$ cat config.mk
export PLATFORM = sky130hd
export DESIGN_NAME = comment_aware_brace_matcher_flat
export DESIGN_NICKNAME = d
export VERILOG_FILES = /design/src/cabm_pkg.sv /design/src/cabm_in_if.sv /design/src/cabm_out_if.sv /design/src/comment_aware_brace_matcher.sv /design/src/flat_wrapper.sv
export VERILOG_INCLUDE_DIRS = /design/src /design/src/src
export SDC_FILE = /design/constraint.sdc
export NUM_CORES = 1
export LEC_CHECK = 0
export BUFFER_PORTS_ARGS = -buffer_cell sky130_fd_sc_hd__buf_4
export CAP_MARGIN = 0
export CORE_MARGIN = 8
export CORE_UTILIZATION = 28
export DETAILED_ROUTE_END_ITERATION = 7
export GPL_ROUTABILITY_DRIVEN = 0
export PLACE_DENSITY_LB_ADDON = 0.05
export REMOVE_ABC_BUFFERS = 1
export SLEW_MARGIN = 20
export SYNTH_ARGS = -nofsm -noshare
export SYNTH_HDL_FRONTEND = slang
export SYNTH_SLANG_ARGS = --single-unit
$ cat constraint.sdc
create_clock -name clk -period 3.6 [get_ports clk]
set_input_delay 0.36 -clock clk [delete_from_list [all_inputs] [get_ports clk]]
set_output_delay 0.36 -clock clk [all_outputs]
set_load 0.05 [all_outputs]
$ cat src/comment_aware_brace_matcher_macros.svh
`ifndef COMMENT_AWARE_BRACE_MATCHER_MACROS_SVH
`define COMMENT_AWARE_BRACE_MATCHER_MACROS_SVH

// same-cycle implication, checked on every clock outside reset
`define CABM_ASSERT_NOW(lbl, ante, cons) \
  lbl: assert property (@(posedge clk) disable iff (rst) (ante) |-> (cons)) \
    else $error("brace matcher check failed");

// next-cycle implication, checked on every clock outside reset
`define CABM_ASSERT_NEXT(lbl, ante, cons) \
  lbl: assert property (@(posedge clk) disable iff (rst) (ante) |=> (cons)) \
    else $error("brace matcher check failed");

`endif

$ cat src/cabm_pkg.sv
package cabm_pkg;

  localparam int BYTE_W   = 8;
  localparam int STATUS_W = 3;
  localparam int OFFSET_W = 16;
  localparam int DEPTH_W  = 8;

  localparam logic [OFFSET_W-1:0] OFFSET_MAX = '1;

  localparam logic [BYTE_W-1:0] CH_LBRACE = 8'h7B;
  localparam logic [BYTE_W-1:0] CH_RBRACE = 8'h7D;
  localparam logic [BYTE_W-1:0] CH_BSLASH = 8'h5C;
  localparam logic [BYTE_W-1:0] CH_NL     = 8'h0A;
  localparam logic [BYTE_W-1:0] CH_BTICK  = 8'h60;
  localparam logic [BYTE_W-1:0] CH_SQUOTE = 8'h27;
  localparam logic [BYTE_W-1:0] CH_DQUOTE = 8'h22;
  localparam logic [BYTE_W-1:0] CH_SLASH  = 8'h2F;
  localparam logic [BYTE_W-1:0] CH_STAR   = 8'h2A;

  typedef enum logic [STATUS_W-1:0] {
    ST_SCAN   = 3'd0,
    ST_MATCH  = 3'd1,
    ST_UNDER  = 3'd2,
    ST_UNTERM = 3'd3,
    ST_OVER   = 3'd4,
    ST_IDLE   = 3'd5
  } status_t;

  typedef enum logic [1:0] {
    QK_NONE     = 2'd0,
    QK_SINGLE   = 2'd1,
    QK_DOUBLE   = 2'd2,
    QK_BACKTICK = 2'd3
  } quote_t;

  function automatic quote_t quote_code(input logic [BYTE_W-1:0] c);
    quote_t q;
    unique case (c)
      CH_SQUOTE: q = QK_SINGLE;
      CH_DQUOTE: q = QK_DOUBLE;
      CH_BTICK:  q = QK_BACKTICK;
      default:   q = QK_NONE;
    endcase
    return q;
  endfunction

endpackage

$ cat src/cabm_in_if.sv
interface cabm_in_if;
  logic                         valid;
  logic                         ready;
  logic [cabm_pkg::BYTE_W-1:0]  text_byte;
  logic                         start_req;
  logic                         last_byte;

  modport source (output valid, text_byte, start_req, last_byte, input ready);
  modport sink (input valid, text_byte, start_req, last_byte, output ready);
endinterface

$ cat src/cabm_out_if.sv
interface cabm_out_if;
  logic                           valid;
  logic                           ready;
  logic [cabm_pkg::STATUS_W-1:0]  status;
  logic [cabm_pkg::OFFSET_W-1:0]  offset;
  logic [cabm_pkg::DEPTH_W-1:0]   depth;

  modport source (output valid, status, offset, depth, input ready);
  modport sink (input valid, status, offset, depth, output ready);
endinterface

$ cat src/comment_aware_brace_matcher.sv
// A word waits in the input register until the result side takes it. Throughput:
// one word per cycle while out_ch.ready is high; an input register and a result
// register part the two sides, and the scan state updates as a word moves between
// them. Reset: synchronous rst empties both registers and clears all scan state;
// the block then reports idle for every word until one carries start_req.
`include "comment_aware_brace_matcher_macros.svh"

module comment_aware_brace_matcher #(
  parameter int MAX_DEPTH  = 255,
  parameter int MAX_LENGTH = 65536
) (
  input logic        clk,
  input logic        rst,
  cabm_in_if.sink    in_ch,
  cabm_out_if.source out_ch
);
  import cabm_pkg::*;

  localparam int POS_W = $clog2(MAX_LENGTH + 1);
  localparam logic [DEPTH_W-1:0] DEPTH_LIMIT = DEPTH_W'((MAX_DEPTH > 255) ? 255 : MAX_DEPTH);
  localparam logic [POS_W-1:0] LAST_POS = POS_W'(MAX_LENGTH - 1);

  logic                hold_valid;
  logic [BYTE_W-1:0]   hold_byte;
  logic                hold_start;
  logic                hold_last;

  logic                res_valid;
  status_t             res_status;
  logic [OFFSET_W-1:0] res_offset;
  logic [DEPTH_W-1:0]  res_depth;

  logic [DEPTH_W-1:0]  brace_depth;
  quote_t              quote_kind;
  logic                escape_pending;
  logic                in_line_comment;
  logic                in_block_comment;
  logic                slash_pending;
  logic                star_pending;
  logic [POS_W-1:0]    position;
  logic                scan_active;

  logic [DEPTH_W-1:0]  brace_depth_next;
  quote_t              quote_kind_next;
  logic                escape_pending_next;
  logic                in_line_comment_next;
  logic                in_block_comment_next;
  logic                slash_pending_next;
  logic                star_pending_next;
  logic [POS_W-1:0]    position_next;
  logic                scan_active_next;

  status_t             status_next;
  logic [OFFSET_W-1:0] offset_next;
  logic [DEPTH_W-1:0]  depth_next;

  logic                advance;

  assign advance      = hold_valid && (!res_valid || out_ch.ready);
  assign in_ch.ready  = !hold_valid || advance;
  assign out_ch.valid = res_valid;
  assign out_ch.status = res_status;
  assign out_ch.offset = res_offset;
  assign out_ch.depth  = res_depth;

  always_comb begin
    logic code;
    code = 1'b0;
    brace_depth_next      = brace_depth;
    quote_kind_next       = quote_kind;
    escape_pending_next   = escape_pending;
    in_line_comment_next  = in_line_comment;
    in_block_comment_next = in_block_comment;
    slash_pending_next    = slash_pending;
    star_pending_next     = star_pending;
    position_next         = position;
    scan_active_next      = scan_active;
    status_next           = ST_SCAN;
    offset_next           = '0;
    depth_next            = '0;

    if (hold_start) begin
      brace_depth_next      = '0;
      quote_kind_next       = QK_NONE;
      escape_pending_next   = 1'b0;
      in_line_comment_next  = 1'b0;
      in_block_comment_next = 1'b0;
      slash_pending_next    = 1'b0;
      star_pending_next     = 1'b0;
      position_next         = '0;
      scan_active_next      = 1'b1;
    end

    if (!scan_active_next) begin
      status_next = ST_IDLE;
    end else begin
      offset_next = (32'(position_next) > 32'(OFFSET_MAX)) ? OFFSET_MAX
                                                           : OFFSET_W'(position_next);
      if (in_line_comment_next) begin
        if (hold_byte == CH_NL) in_line_comment_next = 1'b0;
      end else if (in_block_comment_next) begin
        if (star_pending_next && hold_byte == CH_SLASH) begin
          in_block_comment_next = 1'b0;
          star_pending_next     = 1'b0;
        end else begin
          star_pending_next = (hold_byte == CH_STAR);
        end
      end else if (quote_kind_next != QK_NONE) begin
        if (escape_pending_next) escape_pending_next = 1'b0;
        else if (hold_byte == CH_BSLASH) escape_pending_next = 1'b1;
        else if (quote_code(hold_byte) == quote_kind_next) quote_kind_next = QK_NONE;
      end else if (slash_pending_next) begin
        slash_pending_next = 1'b0;
        if (hold_byte == CH_SLASH) begin
          in_line_comment_next = 1'b1;
        end else if (hold_byte == CH_STAR) begin
          in_block_comment_next = 1'b1;
          star_pending_next     = 1'b0;
        end else begin
          code = 1'b1;
        end
      end else begin
        code = 1'b1;
      end

      if (code) begin
        if (hold_byte == CH_SLASH) begin
          slash_pending_next = 1'b1;
        end else if (quote_code(hold_byte) != QK_NONE) begin
          quote_kind_next = quote_code(hold_byte);
        end else if (hold_byte == CH_LBRACE) begin
          if (brace_depth_next >= DEPTH_LIMIT) status_next = ST_OVER;
          else brace_depth_next = brace_depth_next + 1'b1;
        end else if (hold_byte == CH_RBRACE) begin
          if (brace_depth_next == '0) begin
            status_next = ST_UNDER;
          end else begin
            if (brace_depth_next == DEPTH_W'(1)) status_next = ST_MATCH;
            brace_depth_next = brace_depth_next - 1'b1;
          end
        end
      end

      if (status_next == ST_SCAN && (hold_last || position_next >= LAST_POS))
        status_next = ST_UNTERM;

      depth_next = brace_depth_next;

      if (status_next == ST_SCAN) begin
        if (32'(position_next) < 32'(MAX_LENGTH)) position_next = position_next + 1'b1;
      end else begin
        brace_depth_next      = '0;
        quote_kind_next       = QK_NONE;
        escape_pending_next   = 1'b0;
        in_line_comment_next  = 1'b0;
        in_block_comment_next = 1'b0;
        slash_pending_next    = 1'b0;
        star_pending_next     = 1'b0;
        position_next         = '0;
        scan_active_next      = 1'b0;
      end
    end
  end

  always_ff @(posedge clk) begin
    if (rst) begin
      hold_valid       <= 1'b0;
      res_valid        <= 1'b0;
      brace_depth      <= '0;
      quote_kind       <= QK_NONE;
      escape_pending   <= 1'b0;
      in_line_comment  <= 1'b0;
      in_block_comment <= 1'b0;
      slash_pending    <= 1'b0;
      star_pending     <= 1'b0;
      position         <= '0;
      scan_active      <= 1'b0;
    end else begin
      if (in_ch.ready) hold_valid <= in_ch.valid;
      if (advance) begin
        res_valid        <= 1'b1;
        brace_depth      <= brace_depth_next;
        quote_kind       <= quote_kind_next;
        escape_pending   <= escape_pending_next;
        in_line_comment  <= in_line_comment_next;
        in_block_comment <= in_block_comment_next;
        slash_pending    <= slash_pending_next;
        star_pending     <= star_pending_next;
        position         <= position_next;
        scan_active      <= scan_active_next;
      end else if (out_ch.ready) begin
        res_valid <= 1'b0;
      end
    end
  end

  // hold payload until the stage advances
  always_ff @(posedge clk) begin
    if (in_ch.valid && in_ch.ready) begin
      hold_byte  <= in_ch.text_byte;
      hold_start <= in_ch.start_req;
      hold_last  <= in_ch.last_byte;
    end
    if (advance) begin
      res_status <= status_next;
      res_offset <= offset_next;
      res_depth  <= depth_next;
    end
  end

  `CABM_ASSERT_NOW(a_depth_limit, 1'b1, brace_depth <= DEPTH_LIMIT)
  `CABM_ASSERT_NOW(a_idle_clear, !scan_active,
                   brace_depth == '0 && position == '0 && quote_kind == QK_NONE)
  `CABM_ASSERT_NOW(a_one_comment, 1'b1, !(in_line_comment && in_block_comment))
  `CABM_ASSERT_NOW(a_idle_word, res_valid && res_status == ST_IDLE,
                   res_offset == '0 && res_depth == '0)
  `CABM_ASSERT_NEXT(a_end_clears, advance && status_next != ST_SCAN, !scan_active)

endmodule

$ cat src/flat_wrapper.sv
// flat-port wrapper written by rule: the top's interface ports become plain ports
module comment_aware_brace_matcher_flat import cabm_pkg::*;
#(
  parameter int MAX_DEPTH  = 255,
  parameter int MAX_LENGTH = 65536
)
  (clk, rst, in_ch_valid, in_ch_text_byte, in_ch_start_req, in_ch_last_byte, in_ch_ready, out_ch_valid, out_ch_status, out_ch_offset, out_ch_depth, out_ch_ready);
  cabm_in_if in_ch_i ();
  cabm_out_if out_ch_i ();
  input logic clk;
  input logic rst;
  input wire logic [$bits(in_ch_i.valid)-1:0] in_ch_valid;
  input wire logic [$bits(in_ch_i.text_byte)-1:0] in_ch_text_byte;
  input wire logic [$bits(in_ch_i.start_req)-1:0] in_ch_start_req;
  input wire logic [$bits(in_ch_i.last_byte)-1:0] in_ch_last_byte;
  output wire logic [$bits(in_ch_i.ready)-1:0] in_ch_ready;
  output wire logic [$bits(out_ch_i.valid)-1:0] out_ch_valid;
  output wire logic [$bits(out_ch_i.status)-1:0] out_ch_status;
  output wire logic [$bits(out_ch_i.offset)-1:0] out_ch_offset;
  output wire logic [$bits(out_ch_i.depth)-1:0] out_ch_depth;
  input wire logic [$bits(out_ch_i.ready)-1:0] out_ch_ready;
  assign in_ch_i.valid = in_ch_valid;
  assign in_ch_i.text_byte = in_ch_text_byte;
  assign in_ch_i.start_req = in_ch_start_req;
  assign in_ch_i.last_byte = in_ch_last_byte;
  assign in_ch_ready = in_ch_i.ready;
  assign out_ch_valid = out_ch_i.valid;
  assign out_ch_status = out_ch_i.status;
  assign out_ch_offset = out_ch_i.offset;
  assign out_ch_depth = out_ch_i.depth;
  assign out_ch_i.ready = out_ch_ready;
  comment_aware_brace_matcher #(.MAX_DEPTH(MAX_DEPTH), .MAX_LENGTH(MAX_LENGTH)) u_core (.clk(clk), .rst(rst), .in_ch(in_ch_i), .out_ch(out_ch_i));
endmodule
==> reports/qor.yml, run 1 <==
run_status:
  outcome: "complete, no violations"
route:
  firstDrtPassIters: 5
  drt-initial-drc-count: 388
  drc: 0
  postRouteAntennaNets: 0
  drt-vias-per-instance: 5.61
  vias: 3882
  wl_mm: 13.3
  wl_per_cell_um: 19.2
cells_and_area:
  num-fill-cells: 1574
  drive_gt1_share_pct: 17.9
  design_area_mm2: 0.00507
  diodes: 0
  area_delta_synth_final_pct: 19.7
  final_nets: 516
floorplan:
  core_area_mm2: 0.0150
  io_pins: 43
  rows: 45
  die_h_um: 139
  start_util_pct: 28.3
  dieArea_mm2: 0.0193
  die_w_um: 139
timing:
  rsz0062_at_grt: "false"
  finalSetupViolations: 0
  finalHoldViolCount: 0
  tightestPinTransition_ps: 980
  setup_slack_ps: 562
  maxSlewViolCount: 0
  period_minus_slack_ps: 3040
  fin_hold_ws_ps: 191
  maxSlewHeadroom_pct: 34.5
  clock.fmax_ghz: 0.329
  finClkSkew_ps: 9.40
  setup_tns_ps: 0
  timing.final.crit_share_pct: 84.4
synthesis:
  ys_types: 83
  yosysSeqAreaShare_pct: 42.8
  synth_edf_count: 37
  syn-instance-count: 464
  synth_seq_cells: 72
  netlist_area_mm2: 0.00423
  yosysWarnings: 0
  ys.flop_type: "edfxtp_1"
  async_flop_share_pct: 0
  avgSynthCellArea_um2: 9.12
clock_tree:
  cts_made_buffers: 9
  cts_root_buffer: "clkbuf_16"
  htree_levels: 3
  clk_pin_slew_ps: 60
  cts.sinks: 72
  cts_tree: "done"
  cts_resized: 0
  cts_setup_buffers: 0
  clk_latency_ps: 340
  clk_path_buf_depth: 2
  holdBufCountCts: 0
global_route:
  overflow: 0
  grt_antenna_before_repair: 0
  first_global_vias: 3728
  grt_max_degree: 36
  track_usage_pct: 13.8
  grt_pass1_wl_mm: 21.2
setup_path:
  crit_chain: "or4b_4 -> a21boi_4 -> o221a_4 -> a21oi_1 -> nand2_1 -> o21ai_0"
  critPathTopFamily: "compound AO/OA/AOI/OAI gates"
  cp.depth: 6
  crit_fanout: 11
  critical_path_class: "reg2reg"
  max_stage_delay_ps: 770
  worst-path-buf-inv: 0
  critPathArrivalTime_ps: 3300
  rr_worst_depth: 6
  required_ps: 3870
  start_kind: "flip-flop"
  worstSetupEndpointType: "flip-flop"
  critical-path-slowest-cell: "a21oi_1"
placed_design:
  place_area_mm2: 0.00473
  dp_slack_ps: 524
  hpwl_mm: 9.29
  portBuffers: 42
min_path:
  holdPathStages: 1
  hp-class: "in2reg"
job:
  maxCapViolations: 0
power_and_ir_drop:
  cellLeakagePower_nw: 1.76
  irDropWorstVdd_uv: 209
  powerDensity_mw_per_mm2: 417
[final timing paths]
kind                                  startpoint                           endpoint  slack, ps
hold reg to reg   u_core.hold_valid$_SDFFE_PP0N_   u_core.out_ch.valid$_SDFFE_PP0P_        490
setup / recovery   u_core.hold_byte[0]$_DFFE_PP_  u_core.slash_pending$_SDFFE_PP0P_        560
setup reg to reg   u_core.hold_byte[0]$_DFFE_PP_  u_core.slash_pending$_SDFFE_PP0P_        560
hold / removal                in_ch_text_byte[6]      u_core.hold_byte[6]$_DFFE_PP_        190
[sequential cells by signal (all words and copies together), names as in the netlist, 2 cells and up]
register	count
u_core.out_ch.depth	8
u_core.out_ch.offset	16
u_core.out_ch.status	3
u_core.brace_depth	8
u_core.quote_kind	2
u_core.position	17
u_core.hold_byte	8
[per-layer routing]
metal / wire, um / part of all wire [%] / track usage (%) / vias to the layer above
li1: - / - / - / 1856
met1: 6500 / 49 / 18.4 / 1885
met2: 5960 / 45 / 21.7 / 123
met3: 643 / 4.8 / 2.69 / 18
met4: 216 / 1.6 / 5.49 / 0
met5: 0 / 0 / 0 / -
[cell usage after synthesis, drive strengths merged, types with 6 or more instances]
master / instances / area [um^2]
edfxtp: 37 / 1110
nand2: 46 / 173
inv: 13 / 48.8
o311a: 9 / 90.1
o21ai: 20 / 100
nor2: 45 / 169
clkbuf: 22 / 82.6
nand3b: 6 / 45.0
a31oi: 12 / 75.1
and2: 6 / 38.8
nand2b: 7 / 43.8
a21oi: 21 / 105
nor3: 14 / 70.1
dfxtp: 35 / 701
o31ai: 6 / 45.0
buf: 8 / 58.8
nor2b: 7 / 43.8
nand3: 21 / 105
nand4: 9 / 56.3
nor4: 8 / 50.1
o211ai: 6 / 45.0
a211oi: 6 / 50.1
[stage by stage]
step | power, mW | utilization (%) | instances
2_1_floorplan | 1.02 | - | 434
3_3_place_gp | 1.10 | 31.6 | 676
3_5_place_dp | 1.10 | 31.6 | 676
4_1_cts | 2.13 | 33.8 | 692
5_1_grt | 2.17 | 33.8 | 692
6_report | 2.11 | 33.8 | 692
[cells by family (layout without fill, tap and decap cells)]
family                     Yosys count  after routing  share of synthesized area (%)
AOI/OAI and AO/OA                  128            128                           22.7
xor gates and xnor gates             6              6                           1.24
adders and majority gates            3              3                          0.887
buffers and inverters               44             84                           4.58
DFF                                 72             72                           42.8
muxes                                3              3                          0.769
and+or+nand+nor                    208            208                           27.0
[layout by cell type (no fill, tap or decap), types with 4 or more instances in the layout]
cell type	netlist	routed
or2_2	5	5
and2_1	4	4
a22o_1	5	5
nand3_1	21	21
nand4b_1	4	4
a21oi_1	21	21
nand2_1	46	46
nand3b_1	6	6
dfxtp_1	35	35
edfxtp_1	37	37
nor2_1	45	45
a41oi_1	4	4
o211ai_1	6	6
clkbuf_16	0	9
nor4_1	8	8
o21ai_0	19	19
o31ai_1	6	6
o311a_1	9	9
buf_4	1	54
nand4_1	9	9
nor2b_1	7	7
nand2b_1	7	7
inv_1	13	13
a31oi_1	12	12
nor3_1	14	14
a211oi_1	5	5
a22oi_1	5	5
[final cells by class]
type / instances / area (um^2) / area share, %
Multi-Input combinational cell: 348 / 2230 / 44.0
Sequential cell: 72 / 1810 / 35.8
Timing Repair Buffer: 54 / 405 / 8.00
Tap cell: 188 / 235 / 4.64
Clock buffer: 9 / 225 / 4.44
Clock inverter: 7 / 110 / 2.17
Inverter: 14 / 52.6 / 1.04
[power by group]
group / switching [mW] / internal (mW) / leakage (nW)
Combinational: 0.133 / 0.0519 / 0.964
Clock: 0.358 / 0.671 / 0.161
Sequential: 0.0134 / 0.884 / 0.636
Power figures use the tool's default switching activity.
==> inputs of run 2 (changes only) <==
--- a/config.mk
+++ b/config.mk
@@ -6,6 +6,7 @@
 export SDC_FILE = /design/constraint.sdc
 export NUM_CORES = 1
 export LEC_CHECK = 0
+export ABC_AREA = 1
 export BUFFER_PORTS_ARGS = -buffer_cell sky130_fd_sc_hd__buf_4
 export CAP_MARGIN = 0
 export CORE_MARGIN = 8
==> constraint.sdc (replaced) <==
create_clock -name clk -period 2.7 [get_ports clk]
set_input_delay 0.27 -clock clk [delete_from_list [all_inputs] [get_ports clk]]
set_output_delay 0.27 -clock clk [all_outputs]
set_load 0.05 [all_outputs]
==> reports/qor.yml, run 2 <==
route:
  postRouteAntennaNets: 0
  vias: 3924
  wl_mm: 12.0
  drc: 0
  firstDrtPassIters: 4
  wl_per_cell_um: 14.4
  drt-initial-drc-count: 300
  drt-vias-per-instance: 4.70
floorplan:
  start_util_pct: 28.7
  die_w_um: 138
  rows: 44
  core_area_mm2: 0.0145
  die_h_um: 138
  dieArea_mm2: 0.0191
  io_pins: 43
clock_tree:
  cts_resized: 0
  cts.sinks: 72
  cts_tree: "done"
  clk_latency_ps: 350
  clk_path_buf_depth: 2
  holdBufCountCts: 0
  htree_levels: 3
  cts_root_buffer: "clkbuf_16"
  clk_pin_slew_ps: 60
  cts_made_buffers: 9
cells_and_area:
  drive_gt1_share_pct: 13.1
  area_delta_synth_final_pct: 21.6
  diodes: 0
  multi_input_area_mm2: 0.00200
  final_nets: 663
  layout_common_cells: "nand2_1, nor2_1, inv_1"
  final_common_cell: "nand2_1"
  register_area_mm2: 0.00181
  num-fill-cells: 1565
  fin_util_pct: 34.9
  largest_reg_flops: 17
  design_area_mm2: 0.00507
  regMostFlops: "u_core.position"
timing:
  maxSlewViolCount: 0
  clock.fmax_ghz: 0.393
  setup_tns_ps: 0
  period_minus_slack_ps: 2550
  tightestPinTransition_ps: 471
  rsz0062_at_grt: "false"
  timing.final.crit_share_pct: 94.3
  finalSetupViolations: 0
  finClkSkew_ps: 4.24
  finalHoldViolCount: 0
  maxSlewHeadroom_pct: 68.6
global_route:
  grt_antenna_before_repair: 0
  overflow: 0
  first_global_vias: 3782
  use_met2_pct: 19.0
  grt_pass1_wl_mm: 19.6
  use_met3_pct: 2.43
  gr-usage-met1_pct: 16.9
  top_usage_layer: "met2"
  grt_max_degree: 40
  track_usage_pct: 12.6
synthesis:
  synthTopCellsByCount: "nand2_1, nor2_1, inv_1"
  yosysWarnings: 0
  avgSynthCellArea_um2: 7.06
  synth_seq_cells: 72
  synth.most_common_cell: "nand2_1"
  synth_area_leader_cell: "edfxtp_1"
  ys_types: 28
  async_flop_share_pct: 0
  synthTopCellsByArea: "edfxtp_1, dfxtp_1, nand2_1, a21oi_1, nor2_1"
  synth_edf_count: 37
  yosysSeqAreaShare_pct: 43.4
  ys.flop_type: "edfxtp_1"
  syn-instance-count: 591
  synth_top_area_share_pct: 26.6
  netlist_area_mm2: 0.00417
power_and_ir_drop:
  total_power_mw: 2.64
  power_frac_comb_pct: 11.0
  p_seq_share_pct: 46.3
  pwr-share-clk_pct: 42.7
  switching_share_pct: 26.9
  intPower_mw: 1.93
  cellLeakagePower_nw: 2.14
  powerDensity_mw_per_mm2: 520
  p_sw_mw: 0.710
  irDropWorstVdd_uv: 279
setup_path:
  critPathArrivalTime_ps: 2820
  required_ps: 2980
  crit_fanout: 15
  worstSetupEndpointType: "flip-flop"
  rrSetupSlack_ps: 150
  critical_path_class: "reg2reg"
  start_kind: "flip-flop"
placed_design:
  place_area_mm2: 0.00478
  portBuffers: 42
  hpwl_mm: 8.52
min_path:
  hp-class: "in2reg"
job:
  maxCapViolations: 0
run_status:
  outcome: "complete, no violations"
-- run 2: changes by cell type in the layout (fill, tap and decap cells not counted), sizes merged, moves of 7 or more --
cell	before	now
nand2	46	157
nor4	8	0
nor2b	7	0
a21oi	21	72
nand2b	7	0
nor2	45	84
o21ai	20	30
nand3	21	41
inv	13	77
xor2	3	16
o311a	9	0
a31oi	12	2
-- run 2: final timing paths --
path,startpoint,end,cells past startpoint
worst max-delay path,u_core.hold_start$_DFFE_PP_,u_core.position[14]$_SDFFE_PP0P_,11
worst min-delay path,in_ch_text_byte[2],u_core.hold_byte[2]$_DFFE_PP_,1
worst max register to register,u_core.hold_start$_DFFE_PP_,u_core.position[14]$_SDFFE_PP0P_,11
worst min register to register,u_core.star_pending$_SDFFE_PP0P_,u_core.star_pending$_SDFFE_PP0P_,2
-- run 2: worst max-delay path, cell delays in order, from the launching register on --
cell and delay, ps:
edfxtp_1 520, buf_4 270, nor2_1 210, ha_1 220
nand3_1 130, nor2_1 230, nand2_1 150, nor3_1 290
nand2_1 110, xor2_1 140, nand2_1 70, a21oi_1 120
-- run 2: routing by layer --
metal  vias to the layer above  routed length (um)
met1                      1791                6040
li1                       2033                   -
met3                        13                 496
met2                        87                5260
met4                         0                 229
met5                         -                   0
-- run 2: layout make-up --
class / count / area share, %
clock buffers: 13 / 4.93
clock inverters: 3 / 0.321
flip-flops and latches: 72 / 35.7
multi-input cells: 427 / 39.3
repair buffers: 59 / 9.47
well taps: 184 / 4.54
inverters: 77 / 5.70
-- run 2: power by group through the flow --
stage | logic (mW) | clock network, mW | registers, mW
6_report | 0.290 | 1.13 | 1.22
2_1_floorplan | 0.112 | 0 | 1.30
3_3_place_gp | 0.288 | 0 | 1.24
3_5_place_dp | 0.290 | 0 | 1.25
4_1_cts | 0.291 | 1.15 | 1.22
5_1_grt | 0.317 | 1.20 | 1.23
-- run 2: stage by stage --
step                hold WS (ps)  worst slack, ps  std cells
floorplan                    339              135        576
global placement             448              226        817
detailed placement           449              146        817
CTS                         91.4              122        833
global route                91.4             14.0        835
finish                       100              154        835
-- run 2: kinds of logic (layout without fill, tap and decap cells) --
| kind of cell | count (synthesis) | count (layout) | synth area share [%] |
|---|---|---|---|
| buffers and inverters | 92 | 152 | 8.79 |
| XOR/XNOR | 16 | 16 | 3.36 |
| AO/OA/AOI/OAI | 107 | 107 | 13.1 |
| AND/OR/NAND/NOR | 301 | 301 | 30.4 |
| adder cells (fa/ha/maj) | 3 | 3 | 0.900 |
| flip-flops | 72 | 72 | 43.4 |
-- run 2: what timing repair did --
action | in CTS | in global routing
endpoints found under the setup margin | 0 | 4
hold endpoints to repair | 0 | 0
setup buffers | 0 | 2
